<file path="src/rtl/core/region_bump_allocator_unit_macros.svh">
// Assertion macros used by the region bump allocator controller
`ifndef REGION_BUMP_ALLOCATOR_UNIT_MACROS_SVH
`define REGION_BUMP_ALLOCATOR_UNIT_MACROS_SVH

// Same-cycle implication, checked on clk, off while rst is high
`define RBA_ASSERT_IMP(label, ante, cons, msg) \
  label: assert property (@(posedge clk) disable iff (rst) (ante) |-> (cons)) else $error(msg);

// Next-cycle implication, checked on clk, off while rst is high
`define RBA_ASSERT_NXT(label, ante, cons, msg) \
  label: assert property (@(posedge clk) disable iff (rst) (ante) |=> (cons)) else $error(msg);

`endif

</file>
<file path="src/rtl/core/rba_pkg.sv">
// Shared types and constants for the region bump allocator
`default_nettype none

package rba_pkg;

  localparam int SIZE_W      = 16;
  localparam int CAP_W       = 13;
  localparam int LIMIT_W     = 4;
  localparam int MISS_W      = 4;
  localparam int STATUS_W    = 2;
  localparam int INDEX_W     = 4;
  localparam int ADDR_W      = 16;
  localparam int CFG_DATA_W  = 13;
  localparam int CFG_INDEX_W = 1;

  localparam logic [CAP_W-1:0]   RESET_CAPACITY   = 13'd1024;
  localparam logic [LIMIT_W-1:0] RESET_SKIP_LIMIT = 4'd4;
  localparam logic [MISS_W-1:0]  MISS_MAX         = 4'd15;

  typedef enum logic [STATUS_W-1:0] {
    ST_EXISTING  = 2'd0,
    ST_NEW       = 2'd1,
    ST_TOO_BIG   = 2'd2,
    ST_NO_REGION = 2'd3
  } status_t;

  typedef enum logic [CFG_INDEX_W-1:0] {
    CFG_CAPACITY   = 1'b0,
    CFG_SKIP_LIMIT = 1'b1
  } cfg_reg_t;

  typedef enum logic [1:0] {
    S_IDLE,
    S_SEARCH,
    S_FINISH
  } ctrl_state_t;

  // Search token that walks the row of region cells
  typedef struct packed {
    logic               valid;
    logic               found;
    logic [INDEX_W-1:0] index;
    logic [ADDR_W-1:0]  base;        // index * capacity of the cell it enters
    logic [ADDR_W-1:0]  addr;        // placement address once found
    logic [ADDR_W-1:0]  fresh_addr;  // base address of the next unused region
  } probe_t;

  // Controller values for every cell; all but commit hold steady per transaction
  typedef struct packed {
    logic [SIZE_W-1:0]  size;
    logic [CAP_W-1:0]   cap;
    logic [LIMIT_W-1:0] skip_limit;
    logic               commit;      // open next region, bump miss counters
  } bcast_t;

endpackage

`default_nettype wire

</file>
<file path="src/rtl/core/rba_cell.sv">
// One region cell: bump offset, miss counter and one hop of the search token
`default_nettype none

module rba_cell #(
  parameter int CELL_INDEX  = 0,
  parameter int IW          = 4,
  parameter int OW          = 5
) (
  input  wire logic            clk,
  input  wire logic            rst,
  input  wire rba_pkg::bcast_t bcast,
  input  wire logic [IW-1:0]   search_start,
  input  wire logic [OW-1:0]   regions_open,
  input  wire rba_pkg::probe_t probe_in,
  input  wire logic [IW-1:0]   skip_in,
  output rba_pkg::probe_t      probe_out,
  output logic [IW-1:0]        skip_out
);
  import rba_pkg::*;

  localparam logic [OW-1:0] IDX      = OW'(CELL_INDEX);
  localparam logic [OW-1:0] IDX_NEXT = OW'(CELL_INDEX + 1);

  logic [CAP_W-1:0]  used;
  logic [MISS_W-1:0] miss;

  logic [SIZE_W:0]   sum;
  logic              in_range;
  logic              miss_range;
  logic              is_fresh;
  logic              claim;
  probe_t            probe_next;
  logic [IW-1:0]     skip_next;

  // Local decisions for this region
  always_comb begin
    sum        = (SIZE_W + 1)'(used) + (SIZE_W + 1)'(bcast.size);
    in_range   = (IDX >= OW'(search_start)) && (IDX < regions_open);
    miss_range = (IDX >= OW'(search_start)) && (IDX_NEXT < regions_open);
    is_fresh   = (IDX == regions_open);
    claim      = probe_in.valid && !probe_in.found && in_range &&
                 ((SIZE_W + 1)'(bcast.cap) > sum);
  end

  // Token update for the next hop
  always_comb begin
    probe_next      = probe_in;
    probe_next.base = probe_in.base + ADDR_W'(bcast.cap);
    skip_next       = skip_in;
    if (claim) begin
      probe_next.found = 1'b1;
      probe_next.index = INDEX_W'(CELL_INDEX);
      probe_next.addr  = probe_in.base + ADDR_W'(used);
    end
    if (is_fresh) begin
      probe_next.fresh_addr = probe_in.base;
    end
    // last qualifying region wins, so the start lands past the highest one
    if (miss_range && (miss > bcast.skip_limit)) begin
      skip_next = IW'(CELL_INDEX + 1);
    end
  end

  // Token register
  always_ff @(posedge clk) begin
    if (rst) begin
      probe_out <= '0;
    end else begin
      probe_out <= probe_next;
    end
  end

  // Skip index travels beside the token
  always_ff @(posedge clk) begin
    skip_out <= skip_next;
  end

  // Region state
  always_ff @(posedge clk) begin
    if (rst) begin
      used <= '0;
      miss <= '0;
    end else if (bcast.commit && is_fresh) begin
      used <= bcast.size[CAP_W-1:0];
      miss <= '0;
    end else begin
      if (claim) begin
        used <= sum[CAP_W-1:0];
      end
      if (bcast.commit && miss_range && (miss != MISS_MAX)) begin
        miss <= miss + MISS_W'(1);
      end
    end
  end

endmodule

`default_nettype wire

</file>
<file path="src/rtl/core/rba_ctrl.sv">
// Controller: config registers, transaction sequencing, result register
`default_nettype none

`include "region_bump_allocator_unit_macros.svh"

module rba_ctrl #(
  parameter int NUM_REGIONS  = 16,
  parameter int MAX_CAPACITY = 4096,
  parameter int IW           = 4,
  parameter int OW           = 5
) (
  input  wire logic                             clk,
  input  wire logic                             rst,
  input  wire logic                             in_valid,
  output logic                                  in_stall,
  input  wire logic [rba_pkg::SIZE_W-1:0]       request_size,
  output logic                                  out_valid,
  input  wire logic                             out_stall,
  output logic [rba_pkg::STATUS_W-1:0]          status,
  output logic [rba_pkg::INDEX_W-1:0]           region_index,
  output logic [rba_pkg::ADDR_W-1:0]            address,
  input  wire logic                             cfg_write,
  input  wire logic [rba_pkg::CFG_INDEX_W-1:0]  cfg_index,
  input  wire logic [rba_pkg::CFG_DATA_W-1:0]   cfg_data,
  output rba_pkg::bcast_t                       bcast,
  output logic [IW-1:0]                         search_start,
  output logic [OW-1:0]                         regions_open,
  output rba_pkg::probe_t                       probe_launch,
  output logic [IW-1:0]                         skip_launch,
  input  wire rba_pkg::probe_t                  probe_ret,
  input  wire logic [IW-1:0]                    skip_ret
);
  import rba_pkg::*;

  ctrl_state_t        state;
  ctrl_state_t        state_next;
  logic [CAP_W-1:0]   region_capacity;
  logic [LIMIT_W-1:0] skip_limit;
  logic [SIZE_W-1:0]  size_q;
  logic               launch;
  status_t            res_status;
  logic [INDEX_W-1:0] res_index;
  logic [ADDR_W-1:0]  res_addr;

  logic [CAP_W-1:0]   cap_eff;
  logic               accept;
  logic               too_big;
  logic               room;
  logic               ret_done;
  logic               commit;
  logic               out_free;

  // Effective capacity and request checks
  always_comb begin
    cap_eff  = ((CAP_W + 4)'(region_capacity) > (CAP_W + 4)'(MAX_CAPACITY)) ?
               CAP_W'(MAX_CAPACITY) : region_capacity;
    accept   = in_valid && !in_stall;
    too_big  = request_size >= SIZE_W'(cap_eff);
    room     = regions_open < OW'(NUM_REGIONS);
    ret_done = (state == S_SEARCH) && probe_ret.valid;
    commit   = ret_done && !probe_ret.found && room;
    out_free = !out_valid || !out_stall;
  end

  // Next state
  always_comb begin
    state_next = state;
    unique case (state)
      S_IDLE: begin
        if (in_valid) begin
          state_next = too_big ? S_FINISH : S_SEARCH;
        end
      end
      S_SEARCH: begin
        if (probe_ret.valid) begin
          state_next = S_FINISH;
        end
      end
      S_FINISH: begin
        if (out_free) begin
          state_next = S_IDLE;
        end
      end
      default: state_next = S_IDLE;
    endcase
  end

  // Outputs toward the input channel and the cell row
  always_comb begin
    in_stall                = (state != S_IDLE);
    bcast.size              = size_q;
    bcast.cap               = cap_eff;
    bcast.skip_limit        = skip_limit;
    bcast.commit            = commit;
    probe_launch.valid      = launch;
    probe_launch.found      = 1'b0;
    probe_launch.index      = '0;
    probe_launch.base       = '0;
    probe_launch.addr       = '0;
    probe_launch.fresh_addr = '0;
    skip_launch             = search_start;
  end

  // Control state and config registers
  always_ff @(posedge clk) begin
    if (rst) begin
      state           <= S_IDLE;
      launch          <= 1'b0;
      search_start    <= '0;
      regions_open    <= OW'(1);
      region_capacity <= RESET_CAPACITY;
      skip_limit      <= RESET_SKIP_LIMIT;
      out_valid       <= 1'b0;
    end else begin
      state  <= state_next;
      launch <= accept && !too_big;
      if (cfg_write) begin
        unique case (cfg_reg_t'(cfg_index))
          CFG_CAPACITY:   region_capacity <= cfg_data;
          CFG_SKIP_LIMIT: skip_limit      <= cfg_data[LIMIT_W-1:0];
          default: ;
        endcase
      end
      if (commit) begin
        search_start <= skip_ret;
        regions_open <= regions_open + OW'(1);
      end
      if (state == S_FINISH && out_free) begin
        out_valid <= 1'b1;
      end else if (!out_stall) begin
        out_valid <= 1'b0;
      end
    end
  end

  // Result payload
  always_ff @(posedge clk) begin
    if (accept) begin
      size_q     <= request_size;
      res_status <= ST_TOO_BIG;
      res_index  <= '0;
      res_addr   <= '0;
    end else if (ret_done) begin
      if (probe_ret.found) begin
        res_status <= ST_EXISTING;
        res_index  <= probe_ret.index;
        res_addr   <= probe_ret.addr;
      end else if (!room) begin
        res_status <= ST_NO_REGION;
        res_index  <= '0;
        res_addr   <= '0;
      end else begin
        res_status <= ST_NEW;
        res_index  <= INDEX_W'(regions_open);
        res_addr   <= probe_ret.fresh_addr;
      end
    end
    if (state == S_FINISH && out_free) begin
      status       <= res_status;
      region_index <= res_index;
      address      <= res_addr;
    end
  end

  `RBA_ASSERT_IMP(a_ret_in_search, probe_ret.valid, state == S_SEARCH, "stray token")
  `RBA_ASSERT_IMP(a_commit_room, commit, room, "open with no region left")
  `RBA_ASSERT_IMP(a_start_open, 1'b1, OW'(search_start) < regions_open, "start past open")
  `RBA_ASSERT_NXT(a_too_big_skip, accept && too_big, state == S_FINISH && !launch, "oversize")

endmodule

`default_nettype wire

</file>
<file path="src/rtl/core/region_bump_allocator_unit.sv">
// Region bump allocator: controller plus a row of region cells
//
// Input channel: request_size with in_valid / in_stall; a transaction moves on a
// clock edge with in_valid high and in_stall low. Output channel: status,
// region_index and address with out_valid / out_stall, same rule.
// Config port: cfg_write with cfg_index (0 capacity, 1 skip limit) and cfg_data,
// taken on any edge with cfg_write high; write only while the block is idle.
// One result per request. A request at or above the capacity skips the search:
// the finish state loads its result straight into the output register. Any
// other request sends a search token down the row of NUM_REGIONS cells, one
// cell per cycle; the controller registers the returning token's outcome and
// the finish state then moves it into the output register. Misses, region
// opening and search start moves are applied together as the token returns.
// One request is in flight at a time; in_stall is high from acceptance until
// its result sits in the output register.
// A stalled result holds in the output register and the block waits.
// Synchronous reset empties the output, closes all regions but region 0,
// clears offsets and miss counters and restores capacity 1024, skip limit 4.
`default_nettype none

module region_bump_allocator_unit #(
  parameter int NUM_REGIONS  = 16,
  parameter int MAX_CAPACITY = 4096
) (
  input  wire logic                             clk,
  input  wire logic                             rst,
  input  wire logic                             in_valid,
  output logic                                  in_stall,
  input  wire logic [rba_pkg::SIZE_W-1:0]       request_size,
  output logic                                  out_valid,
  input  wire logic                             out_stall,
  output logic [rba_pkg::STATUS_W-1:0]          status,
  output logic [rba_pkg::INDEX_W-1:0]           region_index,
  output logic [rba_pkg::ADDR_W-1:0]            address,
  input  wire logic                             cfg_write,
  input  wire logic [rba_pkg::CFG_INDEX_W-1:0]  cfg_index,
  input  wire logic [rba_pkg::CFG_DATA_W-1:0]   cfg_data
);
  import rba_pkg::*;

  localparam int IW = $clog2(NUM_REGIONS);
  localparam int OW = $clog2(NUM_REGIONS + 1);

  bcast_t        bcast;
  logic [IW-1:0] search_start;
  logic [OW-1:0] regions_open;
  probe_t        probe_chain [NUM_REGIONS+1];
  logic [IW-1:0] skip_chain  [NUM_REGIONS+1];

  // Sequencer and result register
  rba_ctrl #(
    .NUM_REGIONS  (NUM_REGIONS),
    .MAX_CAPACITY (MAX_CAPACITY),
    .IW           (IW),
    .OW           (OW)
  ) u_ctrl (
    .clk          (clk),
    .rst          (rst),
    .in_valid     (in_valid),
    .in_stall     (in_stall),
    .request_size (request_size),
    .out_valid    (out_valid),
    .out_stall    (out_stall),
    .status       (status),
    .region_index (region_index),
    .address      (address),
    .cfg_write    (cfg_write),
    .cfg_index    (cfg_index),
    .cfg_data     (cfg_data),
    .bcast        (bcast),
    .search_start (search_start),
    .regions_open (regions_open),
    .probe_launch (probe_chain[0]),
    .skip_launch  (skip_chain[0]),
    .probe_ret    (probe_chain[NUM_REGIONS]),
    .skip_ret     (skip_chain[NUM_REGIONS])
  );

  // Row of region cells, token moves one cell per cycle
  for (genvar g = 0; g < NUM_REGIONS; g++) begin : g_cell
    rba_cell #(
      .CELL_INDEX  (g),
      .IW          (IW),
      .OW          (OW)
    ) u_cell (
      .clk          (clk),
      .rst          (rst),
      .bcast        (bcast),
      .search_start (search_start),
      .regions_open (regions_open),
      .probe_in     (probe_chain[g]),
      .skip_in      (skip_chain[g]),
      .probe_out    (probe_chain[g+1]),
      .skip_out     (skip_chain[g+1])
    );
  end

endmodule

`default_nettype wire

</file>
<file path="config.mk">
export PLATFORM = sky130hd
export DESIGN_NAME = region_bump_allocator_unit
export DESIGN_NICKNAME = d
export VERILOG_FILES = /design/src/rtl/core/rba_pkg.sv /design/src/rtl/core/rba_cell.sv /design/src/rtl/core/rba_ctrl.sv /design/src/rtl/core/region_bump_allocator_unit.sv
export VERILOG_INCLUDE_DIRS = /design/src /design/src/rtl/core
export SDC_FILE = /design/constraint.sdc
export NUM_CORES = 2
export LEC_CHECK = 0
export ABC_AREA = 1
export BUFFER_PORTS_ARGS = -buffer_cell sky130_fd_sc_hd__buf_4
export CAP_MARGIN = 5
export CORE_MARGIN = 2
export CORE_UTILIZATION = 46
export CTS_BUF_LIST = sky130_fd_sc_hd__clkbuf_8
export CTS_CLUSTER_SIZE = 16
export DETAILED_ROUTE_END_ITERATION = 8
export PLACE_DENSITY = 0.72
export SLEW_MARGIN = 10
export SYNTH_ARGS = -nofsm -noshare
export SYNTH_HDL_FRONTEND = slang
export SYNTH_SLANG_ARGS = --single-unit
</file>
<file path="constraint.sdc">
create_clock -name clk -period 8.5 [get_ports clk]
set_clock_uncertainty 0.2 [all_clocks]
set_input_delay 0.425 -clock clk [delete_from_list [all_inputs] [get_ports clk]]
set_output_delay 0.425 -clock clk [all_outputs]
set_load 0.005 [all_outputs]
</file>
==> impl_summary.log <==
INFO  metric run_status = finished clean
INFO  metric gr-total-overflow = 0
INFO  metric wire_length_of_the_first_global_routing_pass = 434 mm
INFO  metric cts.root.buffer_cell = sky130_fd_sc_hd__clkbuf_8
INFO  metric floorplan.rows = 151
INFO  metric tritoncts = done
INFO  metric endpoint_kind = flip-flop
INFO  metric holdCritPathClass = input port to flip-flop
INFO  metric seq_area_frac_synth = 31.7%
INFO  metric grt_usage = 32.2%
INFO  metric cts.repair.resized = 0
INFO  metric postSynth.topFlopCell = sky130_fd_sc_hd__dfxtp_1
INFO  metric ir_drop = 0.155 mV
INFO  metric dpl-instance-area = 81400 um2
INFO  metric dr.pass1.iters = 8
INFO  metric use_met1 = 41.7%
INFO  metric cells_taking_the_most_area_after_synthesis = sky130_fd_sc_hd__dfxtp_1 (30%), sky130_fd_sc_hd__ha_1 (14%), sky130_fd_sc_hd__nand2_1 (11%)
INFO  metric rsz0062_at_grt = false
INFO  metric power.density_cell_area = 165 nW/um2
INFO  metric ant_nets = 0
INFO  metric async_flop_share = 0%
INFO  metric cts.repair_timing.setup_buffer_count = 0
INFO  metric grt_pass1_vias = 73.5k
INFO  metric detail_route.wl_per_cell = 21.2 um
INFO  metric final-hold-violation-count = 0
INFO  metric timing.final.setup_violations = 0
INFO  metric num_vias = 78.0k
INFO  metric most_used_layer_global_route = met2
INFO  metric required_time_of_the_critical_path = 9160 ps
INFO  metric finalWorstSetupSlack = 2790 ps
INFO  metric syn_inst = 11.2k
INFO  metric place.gp.congestion = 1.00
INFO  metric cts_hold_buffers = 62
INFO  metric post_drt_via_cell_ratio = 5.70
INFO  metric synthDominantAreaCellType = sky130_fd_sc_hd__dfxtp_1
INFO  metric syn2layout_area_growth = 10.3%
INFO  metric htreeDepth = 4
INFO  metric netlist_top_cells_count = sky130_fd_sc_hd__nand2_1 (2267), sky130_fd_sc_hd__nor2_1 (1490), sky130_fd_sc_hd__dfxtp_1 (1187)
INFO  metric cts.sinks = 1225
INFO  metric postSynthAreaPerCell = 7.03 um2
INFO  metric number_of_antenna_violations_at_the_first_check_in_global_routing = 7
INFO  metric critical_path.startpoint_type = flip-flop
INFO  metric grt_use_met2 = 50.8%
INFO  metric arrival = 6370 ps
INFO  metric cts-buffers-inserted = 206
INFO  metric finalCriticalPeriod = 5710 ps
INFO  metric pin_count = 59
INFO  metric synth_top_area_share = 30.2%
INFO  metric insertion_delay = 1020 ps
INFO  metric leakage_dissipation = 41.7 nW
INFO  metric numPortBuffers = 58
INFO  metric path_max_fanout = 34
INFO  metric grt_start_max_net_pins = 184
INFO  metric global_routing_usage_on_met3 = 4.84%
INFO  metric layout.cell_area.non_filler = 86700 um2
INFO  metric fmax = 0.175 GHz
INFO  metric yosysUniqueCellTypes = 63
INFO  metric crit_type = flip-flop to flip-flop
INFO  metric place.detailed.hpwl = 211 mm
INFO  metric synthesis.area = 78700 um2
INFO  metric nets = 12.3k
INFO  metric drv.max_cap_violation_count = 0
INFO  metric synth-edff-count = 38
INFO  metric ratio_of_cells_with_drive_above_1_in_the_final_layout = 5.47%
INFO  metric dp_worst_setup_slack = 2960 ps
INFO  metric postSynthRegisterBits = 1225
INFO  metric coreArea = 170000 um2
INFO  metric postSynthNetCount = 12.2k
INFO  metric drc = 0
INFO  metric finalMaxSlewViolations = 0
INFO  metric setup_total_negative_slack = 0 ps
INFO  metric num-fill-cells = 16.6k
INFO  metric routed_wirelength = 290 mm
INFO  metric cts-root-to-sink-buffers = 3
INFO  metric worst_setup_hold_path_clk_slew = 70 ps
INFO  metric drtIter0Drc = 8035
INFO  metric dieHeight = 418 um
INFO  metric floorplan.initialDensity = 46.4%
INFO  metric worst-slew-pin-transition = 1320 ps
INFO  metric slew_headroom = 11.3%
INFO  metric yosysMostFrequentCell = sky130_fd_sc_hd__nand2_1
INFO  metric worst-r2r-setup-slack = 2790 ps
INFO  metric die_area = 174000 um2
INFO  metric post-route-period-util = 67.2%
INFO  metric yosysWarnings = 0
INFO  metric chipWidth = 418 um
## through the flow
stage | hold slack (ps) | std cells | util [%] | total power, mW
2_1_floorplan | 188 | 11196 | - | 7.58
3_3_place_gp | 194 | 13240 | 48.0 | 8.30
3_5_place_dp | 198 | 13240 | 48.0 | 8.34
4_1_cts | 12.1 | 13679 | 51.1 | 14.3
5_1_grt | 73.1 | 13681 | 51.1 | 14.8
6_report | 107 | 13688 | 51.1 | 14.3
## registers in the layout, summed over array words and instances, names as in the netlist, 4 cells and up
register and count:
u_ctrl.res_index 4, u_ctrl.region_capacity 13, u_ctrl.region_index 4, u_ctrl.skip_limit 4
g_cell.u_cell.probe_out 799, u_ctrl.address 16, u_ctrl.regions_open 5, g_cell.u_cell.skip_out 64
g_cell.u_cell.used 208, g_cell.u_cell.miss 64, u_ctrl.res_addr 16, u_ctrl.size_q 16
u_ctrl.search_start 4
## report_power, final
part / switching (mW) / internal (mW)
logic: 1.49 / 0.711
registers: 0.193 / 5.92
clock network: 2.69 / 3.27
total: 4.37 / 9.90
## logic make-up (layout without fill, tap and decap cells)
group           after synthesis  after routing  share of synthesized area (%)
fa+ha+maj                   933            933                           15.3
flops                      1225           1225                           31.7
xor+xnor                    351            351                           3.92
simple gates               4762           4762                           25.1
compound gates             2488           2488                           16.9
buf+inv                    1437           1702                           7.12
other cells                   0              9                              0
## critical path, stage by stage (launching register included)
cell	delay [ps]
sky130_fd_sc_hd__dfxtp_1	320
sky130_fd_sc_hd__nor4_1	310
sky130_fd_sc_hd__nand3_1	120
sky130_fd_sc_hd__nand2_1	80
sky130_fd_sc_hd__clkinv_1	560
sky130_fd_sc_hd__nor2_4	1110
sky130_fd_sc_hd__buf_4	430
sky130_fd_sc_hd__ha_1	310
sky130_fd_sc_hd__nand3_1	90
sky130_fd_sc_hd__nor2_1	50
sky130_fd_sc_hd__nand3_1	60
sky130_fd_sc_hd__nand3_1	90
sky130_fd_sc_hd__nor2_1	120
sky130_fd_sc_hd__nand2_1	60
sky130_fd_sc_hd__nor2_1	130
sky130_fd_sc_hd__nand3_2	550
sky130_fd_sc_hd__nand2_1	590
sky130_fd_sc_hd__inv_1	160
sky130_fd_sc_hd__nor2_1	130
sky130_fd_sc_hd__nor2_1	60
## cell type report
class	count	area (um2)	share of cell area (%)
multi-input combinational	8534	48300	55.6
sequential	1225	24900	28.7
inverter	1109	4170	4.81
clock buffer	263	3620	4.17
clock inverter	114	1040	1.20
tap	2218	2780	3.20
antenna	9	22.5	0.0260
timing repair buffer	216	1930	2.23
## layer usage
layer  wire length, um  vias to the layer above  part of all wire (%)
met5                13                        -                0.0045
met3             23800                      913                   8.2
met1            120000                    35946                    42
met2            127000                     3623                    44
met4             18400                        2                   6.4
li1                  -                    37502                     -
## cells in the final DEF, fill, tap and decap left out, drive strengths merged, types with 22 or more instances in the layout
cell type,instances
nand2,2279
nor2,1511
dfxtp,1187
inv,1168
a21oi,1145
o21ai,1001
ha,888
nand3,618
clkbuf,263
xor2,230
buf,154
xnor2,121
nand4,103
nor3,103
o21bai,73
o21a,66
dlygate4sd3,62
nand3b,58
fa,45
a21o,40
edfxtp,38
or2,37
clkinv,36
a31oi,34
a211oi,29
a21boi,26
o211ai,22
## final timing paths
check	from	endpoint	depth (start not counted)
setup / recovery	u_ctrl.region_capacity[8]	g_cell[10].u_cell.used[12]	19
hold / removal	request_size[0]	u_ctrl.size_q[0]	2
setup reg to reg	u_ctrl.region_capacity[8]	g_cell[10].u_cell.used[12]	19
hold reg to reg	g_cell[12].u_cell.skip_out[0]	g_cell[13].u_cell.skip_out[0]	2
Power figures use the tool's default switching activity.
